### src/hdl/fplm_pkg.sv
// fplm_pkg: shared codes and default sizes for the price level matcher
// no dependencies; imported by fifo_price_level_matcher_core
package fplm_pkg;

    // default sizes, overridable on the top level
    localparam int LEVEL_DEPTH_DEF = 16;
    localparam int QTY_BITS_DEF    = 32;
    localparam int OWNER_BITS_DEF  = 16;

    // fixed port widths
    localparam int OWNER_PORT_BITS = 16;
    localparam int ID_BITS         = 32;
    localparam int PRICE_BITS      = 32;
    localparam int QTY_PORT_BITS   = 32;
    localparam int VOL_BITS        = 36;

    typedef enum logic {
        FUNC_ADD   = 1'b0,
        FUNC_MATCH = 1'b1
    } func_t;

    typedef enum logic [1:0] {
        KIND_FILL     = 2'd0,
        KIND_SUMMARY  = 2'd1,
        KIND_ADD_OK   = 2'd2,
        KIND_ADD_FULL = 2'd3
    } kind_t;

endpackage

### src/hdl/fplm_fill_unit.sv
// fplm_fill_unit: shared compare and subtract for one fill step
// takes min(offered, asked) and returns what is left on both sides; no dependencies
module fplm_fill_unit #(
    parameter int QTY_BITS = 32
) (
    input  logic [QTY_BITS-1:0] offered,
    input  logic [QTY_BITS-1:0] remaining,
    output logic [QTY_BITS-1:0] take,
    output logic                full,
    output logic [QTY_BITS-1:0] offered_left,
    output logic [QTY_BITS-1:0] remaining_left
);

    // resting order is used up when it offers no more than is still asked
    assign full           = (offered <= remaining);
    assign take           = full ? offered : remaining;
    assign offered_left   = offered - take;
    assign remaining_left = remaining - take;

endmodule

### src/hdl/fifo_price_level_matcher_core.sv
// fifo_price_level_matcher_core: one price level kept as a queue of resting orders
// depends on fplm_pkg and fplm_fill_unit
//
// Input words (s_valid/s_ready) are either an add (s_func = 0) or a match
// (s_func = 1). Result words leave on m_valid/m_ready; m_last marks the final
// word of each input. The level price is written through cfg_wr_en/cfg_wr_data
// while the block is idle, a rule the user must keep, as the block does not
// enforce it; the price is reported in every result. An add passes through
// ST_ADD and gives one word, waiting there while the output register is full:
// accepted, or rejected when the queue already holds LEVEL_DEPTH orders.
// A match walks the queue oldest first, one entry a cycle while no fill word
// waits on the output register, through the single read port of the entry
// memory, and rewrites the kept entries in place at the same time, so one pass
// both fills and compacts: one fill word per touched order, then a summary word.
// s_ready is high only while the sequencer is idle; the next word is taken
// while the last result still sits in the output register.
// If the receiver stalls, the walk holds on the next entry that needs a fill
// word; entries that give no word pass without waiting.
// Reset empties the queue and clears the volume and the level price.
module fifo_price_level_matcher_core #(
    parameter int LEVEL_DEPTH = fplm_pkg::LEVEL_DEPTH_DEF,
    parameter int QTY_BITS    = fplm_pkg::QTY_BITS_DEF,
    parameter int OWNER_BITS  = fplm_pkg::OWNER_BITS_DEF
) (
    input  logic                                 aclk,
    input  logic                                 aresetn,

    input  logic                                 cfg_wr_en,
    input  logic [fplm_pkg::PRICE_BITS-1:0]      cfg_wr_data,

    input  logic                                 s_valid,
    output logic                                 s_ready,
    input  logic                                 s_func,
    input  logic [fplm_pkg::OWNER_PORT_BITS-1:0] s_owner_id,
    input  logic [fplm_pkg::ID_BITS-1:0]         s_order_id,
    input  logic [fplm_pkg::QTY_PORT_BITS-1:0]   s_quantity,

    output logic                                 m_valid,
    input  logic                                 m_ready,
    output logic [1:0]                           m_kind,
    output logic [fplm_pkg::OWNER_PORT_BITS-1:0] m_owner_id_res,
    output logic [fplm_pkg::ID_BITS-1:0]         m_order_id_res,
    output logic [fplm_pkg::PRICE_BITS-1:0]      m_price,
    output logic [fplm_pkg::QTY_PORT_BITS-1:0]   m_quantity_res,
    output logic                                 m_fill_full,
    output logic [fplm_pkg::VOL_BITS-1:0]        m_level_volume,
    output logic                                 m_last
);

    import fplm_pkg::*;

    localparam int OW = (OWNER_BITS < OWNER_PORT_BITS) ? OWNER_BITS : OWNER_PORT_BITS;
    localparam int QW = QTY_BITS;
    localparam int IW = (LEVEL_DEPTH > 1) ? $clog2(LEVEL_DEPTH) : 1;
    localparam int CW = $clog2(LEVEL_DEPTH + 1);
    localparam int EW = OW + ID_BITS + QW;

    typedef enum logic [1:0] {
        ST_IDLE,
        ST_ADD,
        ST_WALK,
        ST_SUM
    } state_t;

    // entry memory: {owner, id, quantity}
    logic [EW-1:0] mem [LEVEL_DEPTH];
    logic          mem_we;
    logic [IW-1:0] mem_waddr;
    logic [EW-1:0] mem_wdata;
    logic          rd_en;
    logic [IW-1:0] rd_addr;
    logic [EW-1:0] rd_data_reg;

    state_t               state_reg, state_next;
    logic [PRICE_BITS-1:0] level_price_reg;
    logic [CW-1:0]        count_reg, count_next;
    logic [VOL_BITS-1:0]  total_reg, total_next;
    logic [OW-1:0]        owner_reg, owner_next;
    logic [ID_BITS-1:0]   id_reg, id_next;
    logic [QW-1:0]        rem_reg, rem_next;
    logic [QW-1:0]        alloc_reg, alloc_next;
    logic [IW-1:0]        idx_reg, idx_next;
    logic [CW-1:0]        wr_reg, wr_next;

    logic                       m_valid_reg, m_valid_next;
    kind_t                      m_kind_reg, m_kind_next;
    logic [OWNER_PORT_BITS-1:0] m_owner_reg, m_owner_next;
    logic [ID_BITS-1:0]         m_id_reg, m_id_next;
    logic [QTY_PORT_BITS-1:0]   m_qty_reg, m_qty_next;
    logic                       m_full_reg, m_full_next;
    logic [VOL_BITS-1:0]        m_vol_reg, m_vol_next;
    logic                       m_last_reg, m_last_next;

    logic [OW-1:0]      ent_owner;
    logic [ID_BITS-1:0] ent_id;
    logic [QW-1:0]      ent_qty;
    logic [QW-1:0]      fu_take;
    logic               fu_full;
    logic [QW-1:0]      fu_offered_left;
    logic [QW-1:0]      fu_remaining_left;
    logic               out_free;
    logic               engaged;
    logic               keep;
    logic               walk_end;

    assign ent_owner = rd_data_reg[EW-1 -: OW];
    assign ent_id    = rd_data_reg[QW +: ID_BITS];
    assign ent_qty   = rd_data_reg[QW-1:0];

    fplm_fill_unit #(
        .QTY_BITS (QW)
    ) u_fill (
        .offered        (ent_qty),
        .remaining      (rem_reg),
        .take           (fu_take),
        .full           (fu_full),
        .offered_left   (fu_offered_left),
        .remaining_left (fu_remaining_left)
    );

    assign out_free = !m_valid_reg || m_ready;
    assign engaged  = (rem_reg != '0) && (ent_owner != owner_reg);
    assign walk_end = ((CW'(idx_reg) + CW'(1)) == count_reg);
    assign s_ready  = (state_reg == ST_IDLE);

    always_comb begin
        state_next   = state_reg;
        count_next   = count_reg;
        total_next   = total_reg;
        owner_next   = owner_reg;
        id_next      = id_reg;
        rem_next     = rem_reg;
        alloc_next   = alloc_reg;
        idx_next     = idx_reg;
        wr_next      = wr_reg;
        m_valid_next = m_valid_reg;
        m_kind_next  = m_kind_reg;
        m_owner_next = m_owner_reg;
        m_id_next    = m_id_reg;
        m_qty_next   = m_qty_reg;
        m_full_next  = m_full_reg;
        m_vol_next   = m_vol_reg;
        m_last_next  = m_last_reg;
        mem_we       = 1'b0;
        mem_waddr    = wr_reg[IW-1:0];
        mem_wdata    = rd_data_reg;
        rd_en        = 1'b0;
        rd_addr      = '0;
        keep         = 1'b1;

        if (m_valid_reg && m_ready) begin
            m_valid_next = 1'b0;
        end

        case (state_reg)
            ST_IDLE: begin
                if (s_valid) begin
                    owner_next = OW'(s_owner_id);
                    id_next    = s_order_id;
                    rem_next   = QW'(s_quantity);
                    alloc_next = '0;
                    idx_next   = '0;
                    wr_next    = '0;
                    if (s_func == FUNC_ADD) begin
                        state_next = ST_ADD;
                    end else if (count_reg == '0) begin
                        state_next = ST_SUM;
                    end else begin
                        // prefetch the oldest entry
                        rd_en      = 1'b1;
                        rd_addr    = '0;
                        state_next = ST_WALK;
                    end
                end
            end
            ST_ADD: begin
                if (out_free) begin
                    m_valid_next = 1'b1;
                    m_owner_next = OWNER_PORT_BITS'(owner_reg);
                    m_id_next    = id_reg;
                    m_qty_next   = QTY_PORT_BITS'(rem_reg);
                    m_full_next  = 1'b0;
                    m_last_next  = 1'b1;
                    if (count_reg == CW'(LEVEL_DEPTH)) begin
                        m_kind_next = KIND_ADD_FULL;
                        m_vol_next  = total_reg;
                    end else begin
                        mem_we      = 1'b1;
                        mem_waddr   = count_reg[IW-1:0];
                        mem_wdata   = {owner_reg, id_reg, rem_reg};
                        count_next  = count_reg + CW'(1);
                        total_next  = total_reg + VOL_BITS'(rem_reg);
                        m_kind_next = KIND_ADD_OK;
                        m_vol_next  = total_next;
                    end
                    state_next = ST_IDLE;
                end
            end
            ST_WALK: begin
                // a fill word needs the output register; other entries pass through
                if (!engaged || out_free) begin
                    if (engaged) begin
                        keep         = !fu_full;
                        rem_next     = fu_remaining_left;
                        alloc_next   = alloc_reg + fu_take;
                        total_next   = total_reg - VOL_BITS'(fu_take);
                        mem_wdata    = {ent_owner, ent_id, fu_offered_left};
                        m_valid_next = 1'b1;
                        m_kind_next  = KIND_FILL;
                        m_owner_next = OWNER_PORT_BITS'(ent_owner);
                        m_id_next    = ent_id;
                        m_qty_next   = QTY_PORT_BITS'(fu_take);
                        m_full_next  = fu_full;
                        m_vol_next   = total_next;
                        m_last_next  = 1'b0;
                    end
                    // kept entries slide down to the write pointer, never past the read one
                    mem_we  = keep;
                    wr_next = wr_reg + CW'(keep);
                    if (walk_end) begin
                        count_next = wr_next;
                        state_next = ST_SUM;
                    end else begin
                        idx_next = idx_reg + IW'(1);
                        rd_en    = 1'b1;
                        rd_addr  = idx_next;
                    end
                end
            end
            ST_SUM: begin
                if (out_free) begin
                    m_valid_next = 1'b1;
                    m_kind_next  = KIND_SUMMARY;
                    m_owner_next = OWNER_PORT_BITS'(owner_reg);
                    m_id_next    = '0;
                    m_qty_next   = QTY_PORT_BITS'(alloc_reg);
                    m_full_next  = (rem_reg == '0);
                    m_vol_next   = total_reg;
                    m_last_next  = 1'b1;
                    state_next   = ST_IDLE;
                end
            end
            default: begin
                state_next = ST_IDLE;
            end
        endcase
    end

    always_ff @(posedge aclk) begin
        if (mem_we) begin
            mem[mem_waddr] <= mem_wdata;
        end
        if (rd_en) begin
            rd_data_reg <= mem[rd_addr];
        end
    end

    always_ff @(posedge aclk) begin
        if (!aresetn) begin
            state_reg       <= ST_IDLE;
            level_price_reg <= '0;
            count_reg       <= '0;
            total_reg       <= '0;
            m_valid_reg     <= 1'b0;
        end else begin
            state_reg   <= state_next;
            count_reg   <= count_next;
            total_reg   <= total_next;
            m_valid_reg <= m_valid_next;
            if (cfg_wr_en) begin
                level_price_reg <= cfg_wr_data;
            end
        end
        owner_reg   <= owner_next;
        id_reg      <= id_next;
        rem_reg     <= rem_next;
        alloc_reg   <= alloc_next;
        idx_reg     <= idx_next;
        wr_reg      <= wr_next;
        m_kind_reg  <= m_kind_next;
        m_owner_reg <= m_owner_next;
        m_id_reg    <= m_id_next;
        m_qty_reg   <= m_qty_next;
        m_full_reg  <= m_full_next;
        m_vol_reg   <= m_vol_next;
        m_last_reg  <= m_last_next;
    end

    assign m_valid        = m_valid_reg;
    assign m_kind         = m_kind_reg;
    assign m_owner_id_res = m_owner_reg;
    assign m_order_id_res = m_id_reg;
    assign m_price        = level_price_reg;
    assign m_quantity_res = m_qty_reg;
    assign m_fill_full    = m_full_reg;
    assign m_level_volume = m_vol_reg;
    assign m_last         = m_last_reg;

endmodule
### config.mk
export PLATFORM = sky130hd
export DESIGN_NAME = fifo_price_level_matcher_core
export DESIGN_NICKNAME = d
export VERILOG_FILES = /design/src/hdl/fplm_pkg.sv /design/src/hdl/fplm_fill_unit.sv /design/src/hdl/fifo_price_level_matcher_core.sv
export SDC_FILE = /design/constraint.sdc
export NUM_CORES = 2
export LEC_CHECK = 0
export BUFFER_PORTS_ARGS = -buffer_cell sky130_fd_sc_hd__buf_2
export CORE_ASPECT_RATIO = 1.1
export CORE_MARGIN = 2
export CORE_UTILIZATION = 24
export DETAILED_ROUTE_END_ITERATION = 10
export PLACE_DENSITY_LB_ADDON = 0.25
export SYNTH_ARGS = -nofsm -noshare
export SYNTH_HDL_FRONTEND = slang
export SYNTH_SLANG_ARGS = --single-unit
### constraint.sdc
create_clock -name aclk -period 12.7 [get_ports aclk]
set_input_delay 1.905 -clock aclk [delete_from_list [all_inputs] [get_ports aclk]]
set_output_delay 1.905 -clock aclk [all_outputs]
set_load 0.01 [all_outputs]
* Word level (Yosys, flattened, before mapping) *
Memories as Yosys holds them, arrays and structs flattened. A register that Yosys moved wholly into a read port is not among the register bits.
Index checks and enable logic that the tools add are counted.
Widths: inputs -> output; s select.

cells by class
  equality and inequality tests = 15
  order comparisons = 1
  $add $sub $neg = 9
  reduce and logical (&&, ||, !) cells = 25
  mux-type cells = 95

operators with widths
  operator            number
  $mux 32             17
  $pmux 32 s3         2
  $mux 36             5
  $mux 80             2
  $pmux 80 s2         1
  $pmux 32 s2         2
  $pmux 36 s3         1
  $pmux 36 s2         1
  $sub 32x32->32      2
  $mux 16             3
  $add 36x32->36      1
  $mux 4              9
  $sub 36x32->36      1
  $add 32x32->32      1
  $le 32x32->1        1
  $logic_not 32->1    1
  $pmux 16 s2         1
  $reduce_bool 32->1  1
  $mux 5              6
  $mux 1              26
  $pmux 5 s2          2
  $reduce_and 4->1    5
  $mux 2              9
  $ne 16x16->1        1
  25 further kinds    44

word-level totals
  memories = 1
  memory bits (writable) = 1280
  logic and storage cells = 164
  output and inout port bits = 154
  input port bits = 118
  flip-flop bits (word level) = 317

memory list
  memory  depth  width  read ports  clocked after memory_dff  write ports  RTL line                             source
  mem     16     80     1           1                         1            fifo_price_level_matcher_core.sv:66  logic [EW-1:0] mem [LEVEL_DEPTH];

* Logic depth before layout (Yosys ltp) *
  depth in word-level cells = 10
  mapped depth = 26

* Modules after synthesis *
Synthesis repeated with hierarchy kept, for this count alone.

unflattened totals
  cell total of the unflattened synthesis = 5987
  area total of the unflattened synthesis = 77317.9 um2

by module, submodules not included
  module                         times used  sequential area each (um2)  cells each  area an instance (um2)
  fifo_price_level_matcher_core  1           49597.6                     5255        72454.5
  fplm_fill_unit                 1           0.0                         732         4863.4

* Worst setup path before layout *
No wires, ideal clock.

  kind = input to register
  start point = in m_ready
  end point = reg m_full_reg (netlist: m_fill_full) (enable)
  data arrival time = 7747 ps
  required time = 12101 ps
  slack = 4354 ps
  library setup time = 599 ps
  buffers on the path = 3
  cell stages on the path = 6
  cells stage by stage = nand2b_1 clkbuf_1 nand2_1 clkbuf_1 clkbuf_1 a21oi_1

on the way
  word-level cells in the longest chain between the ends = 4
  elaborated cells between the ends (all ways) = 6
  those cells by class = 3 x eq/ne; 3 x reduce/logical

ends and longest elaborated chain
  element                       RTL line                              source
  start, declared               fifo_price_level_matcher_core.sv:39   input logic m_ready,
  $logic_or 1x1->1 *            fifo_price_level_matcher_core.sv:121  assign out_free = !m_valid_reg || m_ready;
  $logic_or 1x1->1              fifo_price_level_matcher_core.sv:201  if (!engaged || out_free) begin
  $ne 2x2->1 (no line)          n/a
  $reduce_and 5->1 (no line) *  n/a
  end signal, assigned          fifo_price_level_matcher_core.sv:284  m_full_reg <= m_full_next;
  end, declared                 fifo_price_level_matcher_core.sv:90   logic m_full_reg, m_full_next;

Every way passes the cells marked *; elsewhere a longest branch is shown, timed or not.
A chain may end at the register's enable or synchronous reset.

* Worst setup path after layout *
  start point = reg rem_reg[11]
  end point = mem mem[4][29] (netlist name), data pin

on the way
  word-level cells in the longest chain between the ends = 6
  elaborated cells between the ends (all ways) = 10
  those cells by class = 1 x add/sub; 1 x order compare; 4 x mux; 4 x reduce/logical

ends and longest elaborated chain
  element                                                    RTL line                                                                    source
  start, declared                                            fifo_price_level_matcher_core.sv:80                                         logic [QW-1:0] rem_reg, rem_next;
  start signal, assigned                                     fifo_price_level_matcher_core.sv:276                                        rem_reg <= rem_next;
  $le 32x32->1 / $reduce_bool 32->1 (equally long branches)  fplm_fill_unit.sv:15, fifo_price_level_matcher_core.sv:122
  $mux 32 / $logic_and 1x1->1 (equally long branches)        fplm_fill_unit.sv:16, fifo_price_level_matcher_core.sv:122
  $sub 32x32->32 / $logic_not 1->1 (equally long branches)   fplm_fill_unit.sv:17, fifo_price_level_matcher_core.sv:201
  $mux 32 / $logic_or 1x1->1 (equally long branches)         fifo_price_level_matcher_core.sv:202, fifo_price_level_matcher_core.sv:201
  $mux 32 *                                                  fifo_price_level_matcher_core.sv:201
  $pmux 80 s2 *                                              fifo_price_level_matcher_core.sv:155                                        case (state_reg)
  via mem_wdata[29]                                          fifo_price_level_matcher_core.sv:69                                         logic [EW-1:0] mem_wdata;
  end, declared                                              fifo_price_level_matcher_core.sv:66

The timed path passes the listed nets; every way through them passes the cells marked *.

==> results.tsv <==
stage	metric	value	unit
grt	met3 GRT Util	2.302	%
timing	time the worst path needs with I/O delays and setup	8044	ps
pwr	Clock Power Share	19.5	%
layout	number of flip-flops in the largest register	1280	
logic_synthesis	Syn. warnings	0	
job	count of maximum capacitance violations	0	
cts	count of H-tree levels built during CTS	4	
logic_synthesis	Synth cell types	84	
route	iteration count of the initial detailed-routing pass	6	
pwr	power density over the cells	309.1	nW/µm²
worst_setup_path	startpoint type of the worst setup path	register	
cts	maximum root-to-sink buffer count	4	
logic_synthesis	post-synthesis register bit count	1677	
route	initial DRC count	4245	
worst_setup_path	crit path from	rem_reg[11]	
timing	Worst Clk Skew	93.91	ps
timing	final-report max-slew violation count	0	
route	ANT nets after route	0	
route	average vias per placed instance	4.891	
timing	# setup viols final	0	
grt	wire length of the first global-routing pass	355.6	mm
grt	antenna violations before repair	18	
die	effective utilization at floorplan	24.17	%
min_path	start point of the worst hold path	m_price[25]	
cts	root cell of the clock tree	clkbuf_16	
pwr	proportion of power drawn by flip-flops and latches	33.0	%
placement	Port Buf Inserts	271	
worst_setup_path	startpoint of the worst register-to-register path	rem_reg[11]	
worst_setup_path	delay of the slowest cell on the worst path	750	ps
logic_synthesis	Synth Cell Area	75470	µm²
route	drt drc	0	
logic_synthesis	proportion of synthesized flip-flops having asynchronous set or reset	0	%
logic_synthesis	Mapped Nets	6136	
layout	fill cell instance count of the final layout	31860	
pwr	Gate power share	47.5	%
logic_synthesis	post-synthesis average cell area	12.98	µm²
worst_setup_path	Worst Path Required	13150	ps
min_path	instance count along the most critical hold path	2	
placement	detailed-placement wirelength estimate	139.8	mm
layout	layout overhead on the synthesized area	16.19	%
die	ports placed on the boundary	272	
logic_synthesis	area share of the largest cell type after synthesis	63.70	%
logic_synthesis	number of flops mapped to enable cells by yosys	1601	
logic_synthesis	most instantiated flip-flop cell in the synthesis netlist	edfxtp_1	
grt	busiest metal layer after global routing	met2	
timing	transition time at the pin with the least slew margin	1280	ps
pwr	NetSw	11.48	mW
grt	routing usage on met1	21.65	%
worst_setup_path	worst path arrival time	8500	ps
pwr	IR drop worst, VDD	0.3331	mV
die	Total Die Area	319000	µm²
route	wire length per cell after detailed routing	23.92	µm
worst_setup_path	maximum fanout along the worst path	28	
worst_setup_path	path type of the worst setup path	reg2reg	
cts	cts repair resizes	0	
min_path	type of the most critical hold path	reg2reg	
worst_setup_path	category of the worst setup path capture point	register	
timing	final hold violations	0	
cts	setup repair bufs after CTS	0	
grt	overflow left after global routing	0	
pwr	post-layout power	27.10	mW
timing	final period utilization	63.34	%
route	total wire length after detailed routing	247.0	mm
die	DIE HEIGHT	592.2	µm
logic_synthesis	top area cells in the synthesized netlist	edfxtp_1, mux2i_1, nand2_1	
worst_setup_path	number of buffers and inverters on the critical path	2	
logic_synthesis	most common cell in the netlist	edfxtp_1	
cts	clock buffers created by TritonCTS	186	
grt	vias in the first global route	49460	
worst_setup_path	number of gates on the worst path with buffers counted	22	
outcome	run status	finished clean	
die	die boundary width	538.7	µm
grt	maximum number of pins on one net before global-route repair	164	
cts	worst-skew pair later-pin latency	870	ps
timing	Rel. slew slack	14.00	%
worst_setup_path	Slowest-stage cell, CP	o21ai_1	
worst_setup_path	ordered list of cells on the worst path	inv_1 > ha_1 > nand4_1 > nor3_1 > o21ai_0 > o211ai_1 > a221oi_1 > a31oi_4 > buf_4 > mux2i_1 > ha_1 > nor2b_1 > o2111ai_1 > a21oi_1 > o2111ai_1 > nand3_1 > o31ai_1 > nand3_1 > and3b_1 > o41ai_1 > xor2_1 > o21ai_1	
logic_synthesis	Seq/Total Area, Yosys	65.72	%
logic_synthesis	instance count of the mapped netlist	5814	
route	overall via count from detail_route	50490	
layout	share of final-layout standard cells stronger than drive strength 1	12.09	%
pwr	Static Leak	30.93	nW
placement	Routability Congestion	0.8761	
cts	Sink Count	1677	
die	floorplan core area	312300	µm²
cts	CTS Hold Bufs	0	
cts	register clock-pin slew on the reported worst setup and hold paths	60	ps
timing	unrepaired setup endpoints after global routing	false	
pwr	sw frac	42.38	%
pwr	internal power contribution	15.62	mW
logic_synthesis	synth cell count leaders	edfxtp_1, nand2_1, nand3_1	
grt	grt met2 use	23.46	%
cts	TritonCTS clock tree	built	
timing	aggregate negative setup slack	0	ps
logic_synthesis	Synth area leader	edfxtp_1	
worst_setup_path	cell family with most CP delay	compound AO/OA/AOI/OAI gates	
grt	gr usage total	15.01	%
layout	number of nets at the end of the flow	6373	
die	std cell rows	215	
timing	highest achievable clock rate	124.3	MHz
worst_setup_path	length in cells of the worst reg-to-reg path	22	
==> cells by family (layout without fill, tap and decap cells) <==
group / Yosys count / in the layout / share of synthesized area, %
and+or+nand+nor: 1784 / 1784 / 10.64
adders and majority gates: 204 / 204 / 3.432
DFF: 1677 / 1677 / 65.72
muxes: 432 / 432 / 5.799
xor gates and xnor gates: 156 / 156 / 1.810
AOI/OAI and AO/OA: 1115 / 1115 / 10.26
other: 0 / 4 / 0
buffers and inverters: 446 / 828 / 2.336
==> metrics by stage <==
stage	setup WS (ps)	std cells	utilization [%]	hold WS, ps	instance area [µm²]
final	4656	10320	28.08	491.8	87690
after global routing	4111	10320	28.08	515.4	87680
after CTS	4496	10320	28.07	494.9	87680
after detailed placement	4529	9986	26.22	481.9	81890
after global placement	4524	9986	26.22	466.4	81890
after floorplan	4354	5814	-	466.1	75470
==> path summary, 6_finish.rpt <==
kind	endpoint	slack (ps)
min	m_price[25]	490
max reg2reg	mem[4][29]	4660
min reg2reg	m_price[25]	490
max	mem[4][29]	4660
==> placed cells by master, fill, tap and decap left out, types with 50 or more instances in the layout <==
cell type  count
xnor2_1       93
dfxtp_1       76
o21ai_0      162
o21ai_1      107
xor2_1        62
nand4_1      103
buf_4        104
edfxtp_1    1601
a22oi_1       50
buf_2        271
o221ai_1     162
a22o_1       102
nor2_1       179
clkbuf_16    191
mux2i_1      390
ha_1         196
a21oi_1      175
nand2_1      826
nand3_1      446
a21o_1       103
inv_1        111
==> power by group through the flow <==
| stage | clock [mW] | combinational, mW | sequential [mW] |
|---|---|---|---|
| after global placement | 0 | 12.8 | 9.04 |
| after detailed placement | 0 | 12.8 | 9.05 |
| final | 5.28 | 12.9 | 8.95 |
| after global routing | 5.61 | 14.1 | 9.03 |
| after CTS | 5.40 | 12.9 | 8.95 |
| after floorplan | 0 | 8.36 | 8.95 |
==> tightest hold or removal path, stage by stage (launching register included) <==
cell     delay (ps)
dfxtp_1         320
mux2i_1          60
nor2_1           70
==> layout make-up <==
type	count	area, µm²	share of cell area, %
repair buffers	382	2277	2.597
flip-flops and latches	1677	49600	56.56
well taps	4123	5159	5.883
diodes	4	10.01	0.01141
multi-input cells	3691	24430	27.86
inverters	113	426.7	0.4865
clock buffers	228	4938	5.632
clock inverters	105	853.3	0.9731
==> metal layers <==
layer | vias to the layer above | routed length [µm]
met5 | - | 7
met4 | 2 | 5326
met3 | 322 | 14670
met2 | 1595 | 109800
met1 | 25890 | 117100
li1 | 22680 | -
(Power assumes the default switching activity.)
